<file path="config.mk">
export PLATFORM = sky130hd
export DESIGN_NAME = mtf_datapath
export DESIGN_NICKNAME = d
export VERILOG_FILES = /design/src/hdl/mtf_pkg.sv /design/src/hdl/mtf_datapath.sv
export VERILOG_INCLUDE_DIRS = /design/src /design/src/hdl
export SDC_FILE = /design/constraint.sdc
export NUM_CORES = 2
export LEC_CHECK = 0
export ABC_AREA = 1
export BUFFER_PORTS_ARGS = -buffer_cell sky130_fd_sc_hd__buf_2
export CAP_MARGIN = 15
export CORE_ASPECT_RATIO = 0.9
export CORE_UTILIZATION = 41
export DETAILED_ROUTE_END_ITERATION = 8
export GPL_ROUTABILITY_DRIVEN = 1
export GPL_TIMING_DRIVEN = 0
export PLACE_DENSITY = 0.62
export SLEW_MARGIN = 15
export SYNTH_ARGS = -nofsm -noshare
export SYNTH_HDL_FRONTEND = slang
export SYNTH_SLANG_ARGS = --single-unit
</file>
<file path="constraint.sdc">
create_clock -name clk -period 4.3 [get_ports clk]
set_input_delay 0.86 -clock clk [delete_from_list [all_inputs] [get_ports clk]]
set_output_delay 0.86 -clock clk [all_outputs]
set_load 0.02 [all_outputs]
</file>
<file path="src/hdl/move_to_front_list_unit_defines.svh">
// ----------------------------------------------------------------------------
// Move-to-front list unit: assertion macros
// Concurrent assertion wrappers that compile away under SYNTHESIS.
// ----------------------------------------------------------------------------
`ifndef MOVE_TO_FRONT_LIST_UNIT_DEFINES_SVH
`define MOVE_TO_FRONT_LIST_UNIT_DEFINES_SVH

`ifndef SYNTHESIS

// Same-cycle implication, disabled during reset.
`define MTF_ASSERT_IMPL(lbl, clk, rst, ante, cons) \
  lbl: assert property (@(posedge clk) disable iff (rst) (ante) |-> (cons)) \
    else $error("mtf assertion failed");

// Next-cycle implication, disabled during reset.
`define MTF_ASSERT_NEXT(lbl, clk, rst, ante, cons) \
  lbl: assert property (@(posedge clk) disable iff (rst) (ante) |=> (cons)) \
    else $error("mtf assertion failed");

`else

`define MTF_ASSERT_IMPL(lbl, clk, rst, ante, cons)
`define MTF_ASSERT_NEXT(lbl, clk, rst, ante, cons)

`endif

`endif

</file>
<file path="src/hdl/mtf_pkg.sv">
// ----------------------------------------------------------------------------
// Move-to-front list unit package
// Widths, status codes and controller/datapath bundle types.
// ----------------------------------------------------------------------------
package mtf_pkg;

  localparam int MTF_DEPTH = 16;
  localparam int WORD_W    = 32;
  localparam int STATUS_W  = 2;
  localparam int POS_W     = 4;

  localparam logic CMD_APPEND = 1'b0;
  localparam logic CMD_FIND   = 1'b1;

  localparam logic [STATUS_W-1:0] ST_DONE     = 2'd0;
  localparam logic [STATUS_W-1:0] ST_FULL     = 2'd1;
  localparam logic [STATUS_W-1:0] ST_NOTFOUND = 2'd2;

  // Commands from the controller to the datapath.
  typedef struct packed {
    logic load;
    logic exec;
  } mtf_ctrl_t;

  // Status from the datapath to the controller.
  typedef struct packed {
    logic out_busy;
  } mtf_stat_t;

endpackage

</file>
<file path="src/hdl/mtf_datapath.sv">
// ----------------------------------------------------------------------------
// Move-to-front list unit: datapath
// Entry row with parallel compare, priority select, shift and result register.
// ----------------------------------------------------------------------------
`include "move_to_front_list_unit_defines.svh"

module mtf_datapath import mtf_pkg::*; #(
  parameter int DEPTH = MTF_DEPTH
) (
  input  logic                     clk,
  input  logic                     rst,
  input  mtf_ctrl_t                ctrl,
  output mtf_stat_t                stat,
  input  logic                     in_command,
  input  logic signed [WORD_W-1:0] in_value,
  input  logic                     res_ready,
  output logic                     res_valid,
  output logic [STATUS_W-1:0]      res_status,
  output logic [POS_W-1:0]         res_position
);

  localparam int IDX_W = (DEPTH > 1) ? $clog2(DEPTH) : 1;
  localparam int CNT_W = $clog2(DEPTH + 1);

  logic              command_q;
  logic [WORD_W-1:0] value_q;
  logic [WORD_W-1:0] entries [DEPTH];
  logic [CNT_W-1:0]  count;
  logic [CNT_W-1:0]  count_next;

  logic [DEPTH-1:0]    match;
  logic                hit;
  logic [IDX_W-1:0]    hit_idx;
  logic                full;
  logic [STATUS_W-1:0] status_next;
  logic [POS_W-1:0]    position_next;

  assign full          = (count == CNT_W'(DEPTH));
  assign stat.out_busy = res_valid && !res_ready;

  always_ff @(posedge clk) begin
    if (ctrl.load) begin
      command_q <= in_command;
      value_q   <= in_value;
    end
  end

  // Every live entry is compared against the key at once.
  for (genvar i = 0; i < DEPTH; i++) begin : g_match
    assign match[i] = (CNT_W'(i) < count) && (entries[i] == value_q);
  end

  // The entry nearest the head wins.
  always_comb begin
    hit     = 1'b0;
    hit_idx = '0;
    for (int i = DEPTH - 1; i >= 0; i--) begin
      if (match[i]) begin
        hit     = 1'b1;
        hit_idx = IDX_W'(i);
      end
    end
  end

  // On a find hit, entries up to the match shift back one place and the key
  // lands at the head; an append writes only the slot at the fill count.
  for (genvar k = 0; k < DEPTH; k++) begin : g_entry
    if (k == 0) begin : g_head
      always_ff @(posedge clk) begin
        if (ctrl.exec) begin
          if (command_q == CMD_FIND) begin
            if (hit) entries[k] <= value_q;
          end else if (!full && count[IDX_W-1:0] == IDX_W'(k)) begin
            entries[k] <= value_q;
          end
        end
      end
    end else begin : g_body
      always_ff @(posedge clk) begin
        if (ctrl.exec) begin
          if (command_q == CMD_FIND) begin
            if (hit && IDX_W'(k) <= hit_idx) entries[k] <= entries[k-1];
          end else if (!full && count[IDX_W-1:0] == IDX_W'(k)) begin
            entries[k] <= value_q;
          end
        end
      end
    end
  end

  always_comb begin
    status_next   = ST_DONE;
    position_next = '0;
    count_next    = count;
    if (command_q == CMD_APPEND) begin
      if (full) begin
        status_next = ST_FULL;
      end else begin
        position_next = POS_W'(count);
        count_next    = count + CNT_W'(1);
      end
    end else if (hit) begin
      position_next = POS_W'(hit_idx);
    end else begin
      status_next = ST_NOTFOUND;
    end
  end

  always_ff @(posedge clk) begin
    if (rst) begin
      count     <= '0;
      res_valid <= 1'b0;
    end else begin
      if (ctrl.exec) begin
        count     <= count_next;
        res_valid <= 1'b1;
      end else if (res_ready) begin
        res_valid <= 1'b0;
      end
    end
  end

  always_ff @(posedge clk) begin
    if (ctrl.exec) begin
      res_status   <= status_next;
      res_position <= position_next;
    end
  end

  `MTF_ASSERT_IMPL(a_count_in_range, clk, rst, 1'b1, count <= CNT_W'(DEPTH))
  `MTF_ASSERT_NEXT(a_find_to_head, clk, rst, ctrl.exec && command_q == CMD_FIND && hit, entries[0] == $past(value_q))
  `MTF_ASSERT_NEXT(a_append_grows, clk, rst, ctrl.exec && command_q == CMD_APPEND && !full, count == $past(count) + CNT_W'(1))

endmodule

</file>
==> results.md <==
* Status: complete, no violations
* Min Tclk post-route at 4280 ps
* Routed wire length at 135000 um
* Yosys cell types at 50
* Post-Layout Inst Area at 33600 um2
* Critical path class: reg -> reg
* Number of global-route vias before repair at 22951
* Count of final setup violators at 0
* Clk_lat worst skew at 670 ps
* Worst R2R Setup Slack at 20 ps
* Placed Area at 30800 um2
* Global route overflow at 0
* Total core area at 70100 um2
* Async S/R FF share, synth at 0
* CP Capture Type: flop
* Die Wd at 283 um
* Clock skew at 34.6 ps
* CTS tree: done
* Cell taking the most area after synthesis: edfxtp_1
* DRT iter0 DRCs at 4352
* Required time of the critical path at 4670 ps
* Max-Cap Viols at 0
* Max H-tree Level at 2
* Area contributors post-synth: edfxtp_1, nand2_1, o21ai_0
* Synthesized netlist cell count at 2987
* Worst slew margin at 0.0320
* FP Rows at 92
* Area grow syn2layout at 15.5%
* Crit-path most repeated cell: nand2_1
* Yosys top cell area share at 0.569
* Clock slew at reported path FFs at 60 ps
* Number of buffers and inverters on the critical path at 4
* Hold WC Path Type: in -> reg
* I/O Buffers at 45
* Clock sink count at 557
* Max Clock Freq at 233 MHz
* CTS Buf Count at 60
* Max incr delay on CP at 380 ps
* CP delay by family, top: simple AND/OR/NAND/NOR gates
* DIE AREA at 72000 um2
* Clock root buffer: clkbuf_16
* DR WL/cell at 32.6 um
* Dpl hpwl at 94900 um
* Fraction of layout cells with a size suffix above 1 at 0.116
* Final period utilization at 0.996
* Slew Limit Fails at 0
* Nets at 3174
* Via density at 6.13
* Mapped Area at 29100 um2
* Slowest cell on the critical path: edfxtp_1
* IO Pins at 46
* Largest net degree at the start of global routing at 34
* Post-synth EDFFs at 551
* DR vias at 25289
* Unrepaired setup endpoints after global routing: no
* Fillers at 6654
* DRT Pass-1 Iters at 6
* Final ANT Viol Nets at 0
* Top FF cell, synth: edfxtp_1
* GR Util All Layers at 0.373
* Initial Utilization at 0.415
* Crit path DAT at 4660 ps
* Synthesized Nets at 3029
* Least-Margin Pin Slew at 1450 ps
* Max VDD drop at 371 uV
* PD cells at 400 nW/um2
* DRC viols at 0
* Startpoint types: flop
* Count of hold-fix buffers inserted at cts at 0
* Routability cong. at 1.05
* Hold WS at 375 ps
* Yosys reg bits at 557
* Yosys warns at 0
* First-pass GRT wire length at 182000 um
* Hold Vio Cnt, Final at 0
* Clk buf depth at 3
* Height of the chip at 255 um
* Initial antenna violation count at 4
* LEAKAGE at 12.7 nW
* Sequential area share after synthesis at 0.573
* Post-synthesis area per instance at 9.73 um2
* Worst-path fanout max at 16
## power by group
part | leakage, nW | switching [mW] | internal [mW]
combinational | 6.61 | 1.16 | 0.370
clock | 1.06 | 2.45 | 3.40
sequential | 5.05 | 0.0737 | 5.98
total | 12.7 | 3.68 | 9.75
## metrics by stage
step / cells / power [mW] / setup TNS [ps] / setup slack (ps) / util
floorplan: 2987 / 6.78 / 0 / 211 / -
global placement: 3972 / 7.52 / -703670 / -2400 / 0.435
detailed placement: 3986 / 7.53 / -274170 / -877 / 0.439
CTS: 4109 / 13.2 / 0 / 2.36 / 0.474
global route: 4123 / 13.6 / 0 / 3.43 / 0.479
finish: 4127 / 13.4 / 0 / 15.3 / 0.479
## cells in the mapped netlist (3+ instances only)
cell,instances
nand2_1,794
edfxtp_1,551
o21ai_0,504
xnor2_1,154
clkbuf_1,148
xor2_1,145
nor2_1,125
inv_1,104
nand4_1,54
o22ai_1,48
buf_2,41
nor4_1,41
a21oi_1,38
nand3_1,36
inv_2,28
buf_4,19
nor3_1,19
or2_2,18
o21ai_1,15
buf_6,13
a22o_1,10
a221oi_1,8
o2111ai_1,8
a211oi_1,6
dfxtp_1,6
o211ai_1,6
and2_1,5
ha_1,4
nor4b_1,4
and2_4,3
clkinv_1,3
nor2_2,3
or4_1,3
## cell type report
type | instances | area, um2 | share of cell area
Multi-Input combinational cell | 2071 | 11000 | 0.328
Timing Repair Buffer | 83 | 679 | 0.0202
Inverter | 137 | 578 | 0.0172
Buffer | 222 | 1260 | 0.0376
Clock buffer | 66 | 1550 | 0.0460
Clock inverter | 47 | 633 | 0.0189
Sequential cell | 557 | 16700 | 0.497
Antenna cell | 4 | 10.0 | 0.000298
Tap cell | 940 | 1180 | 0.0350
## path summary, 6_finish.rpt
check,from,endpoint,depth (start not counted)
worst max register to register,value_q[18],entries[0][116],29
worst min register to register,value_q[14],entries[0][14],0
worst max-delay path,value_q[18],entries[0][116],29
worst min-delay path,in_value[25],value_q[25],1
## cell usage in the layout, fill, tap and decap left out, types with 54 or more instances in the layout
cell type,synthesis,layout
nand2_1,794,786
xnor2_1,154,154
clkbuf_1,148,138
nand4_1,54,54
edfxtp_1,551,551
o21ai_0,504,503
buf_2,41,60
nor2_1,125,121
clkbuf_16,0,61
inv_1,104,99
xor2_1,145,145
## registers in the layout (all words and copies together), names as in the netlist
signal,flops
count,5
res_valid,1
res_status,2
value_q,32
res_position,4
entries,512
command_q,1
## logic make-up (layout without fill, tap and decap cells)
logic type,Yosys count,in the layout,share of synthesized area
flip-flops,557,557,0.573
XOR/XNOR,299,299,0.0901
buffers and inverters,359,555,0.0541
AND/OR/NAND/NOR,1119,1119,0.162
other,0,4,0
AO/OA/AOI/OAI,649,649,0.119
adder cells (fa/ha/maj),4,4,0.00172
## routing by layer
| layer | wire [um] | part of all wire | global-route usage |
|---|---|---|---|
| met5 | 63 | 0.00047 | 0 |
| met4 | 8980 | 0.067 | 0.211 |
| met3 | 20000 | 0.15 | 0.142 |
| met2 | 54900 | 0.41 | 0.526 |
| met1 | 50700 | 0.38 | 0.489 |
## repair_timing
action | in CTS | in global routing
gates resized for setup | 64 | 76
setup buffers | 10 | 14
setup endpoints to repair | 519 | 378
pin swaps | 2 | 4
Power figures use the tool's default switching activity.
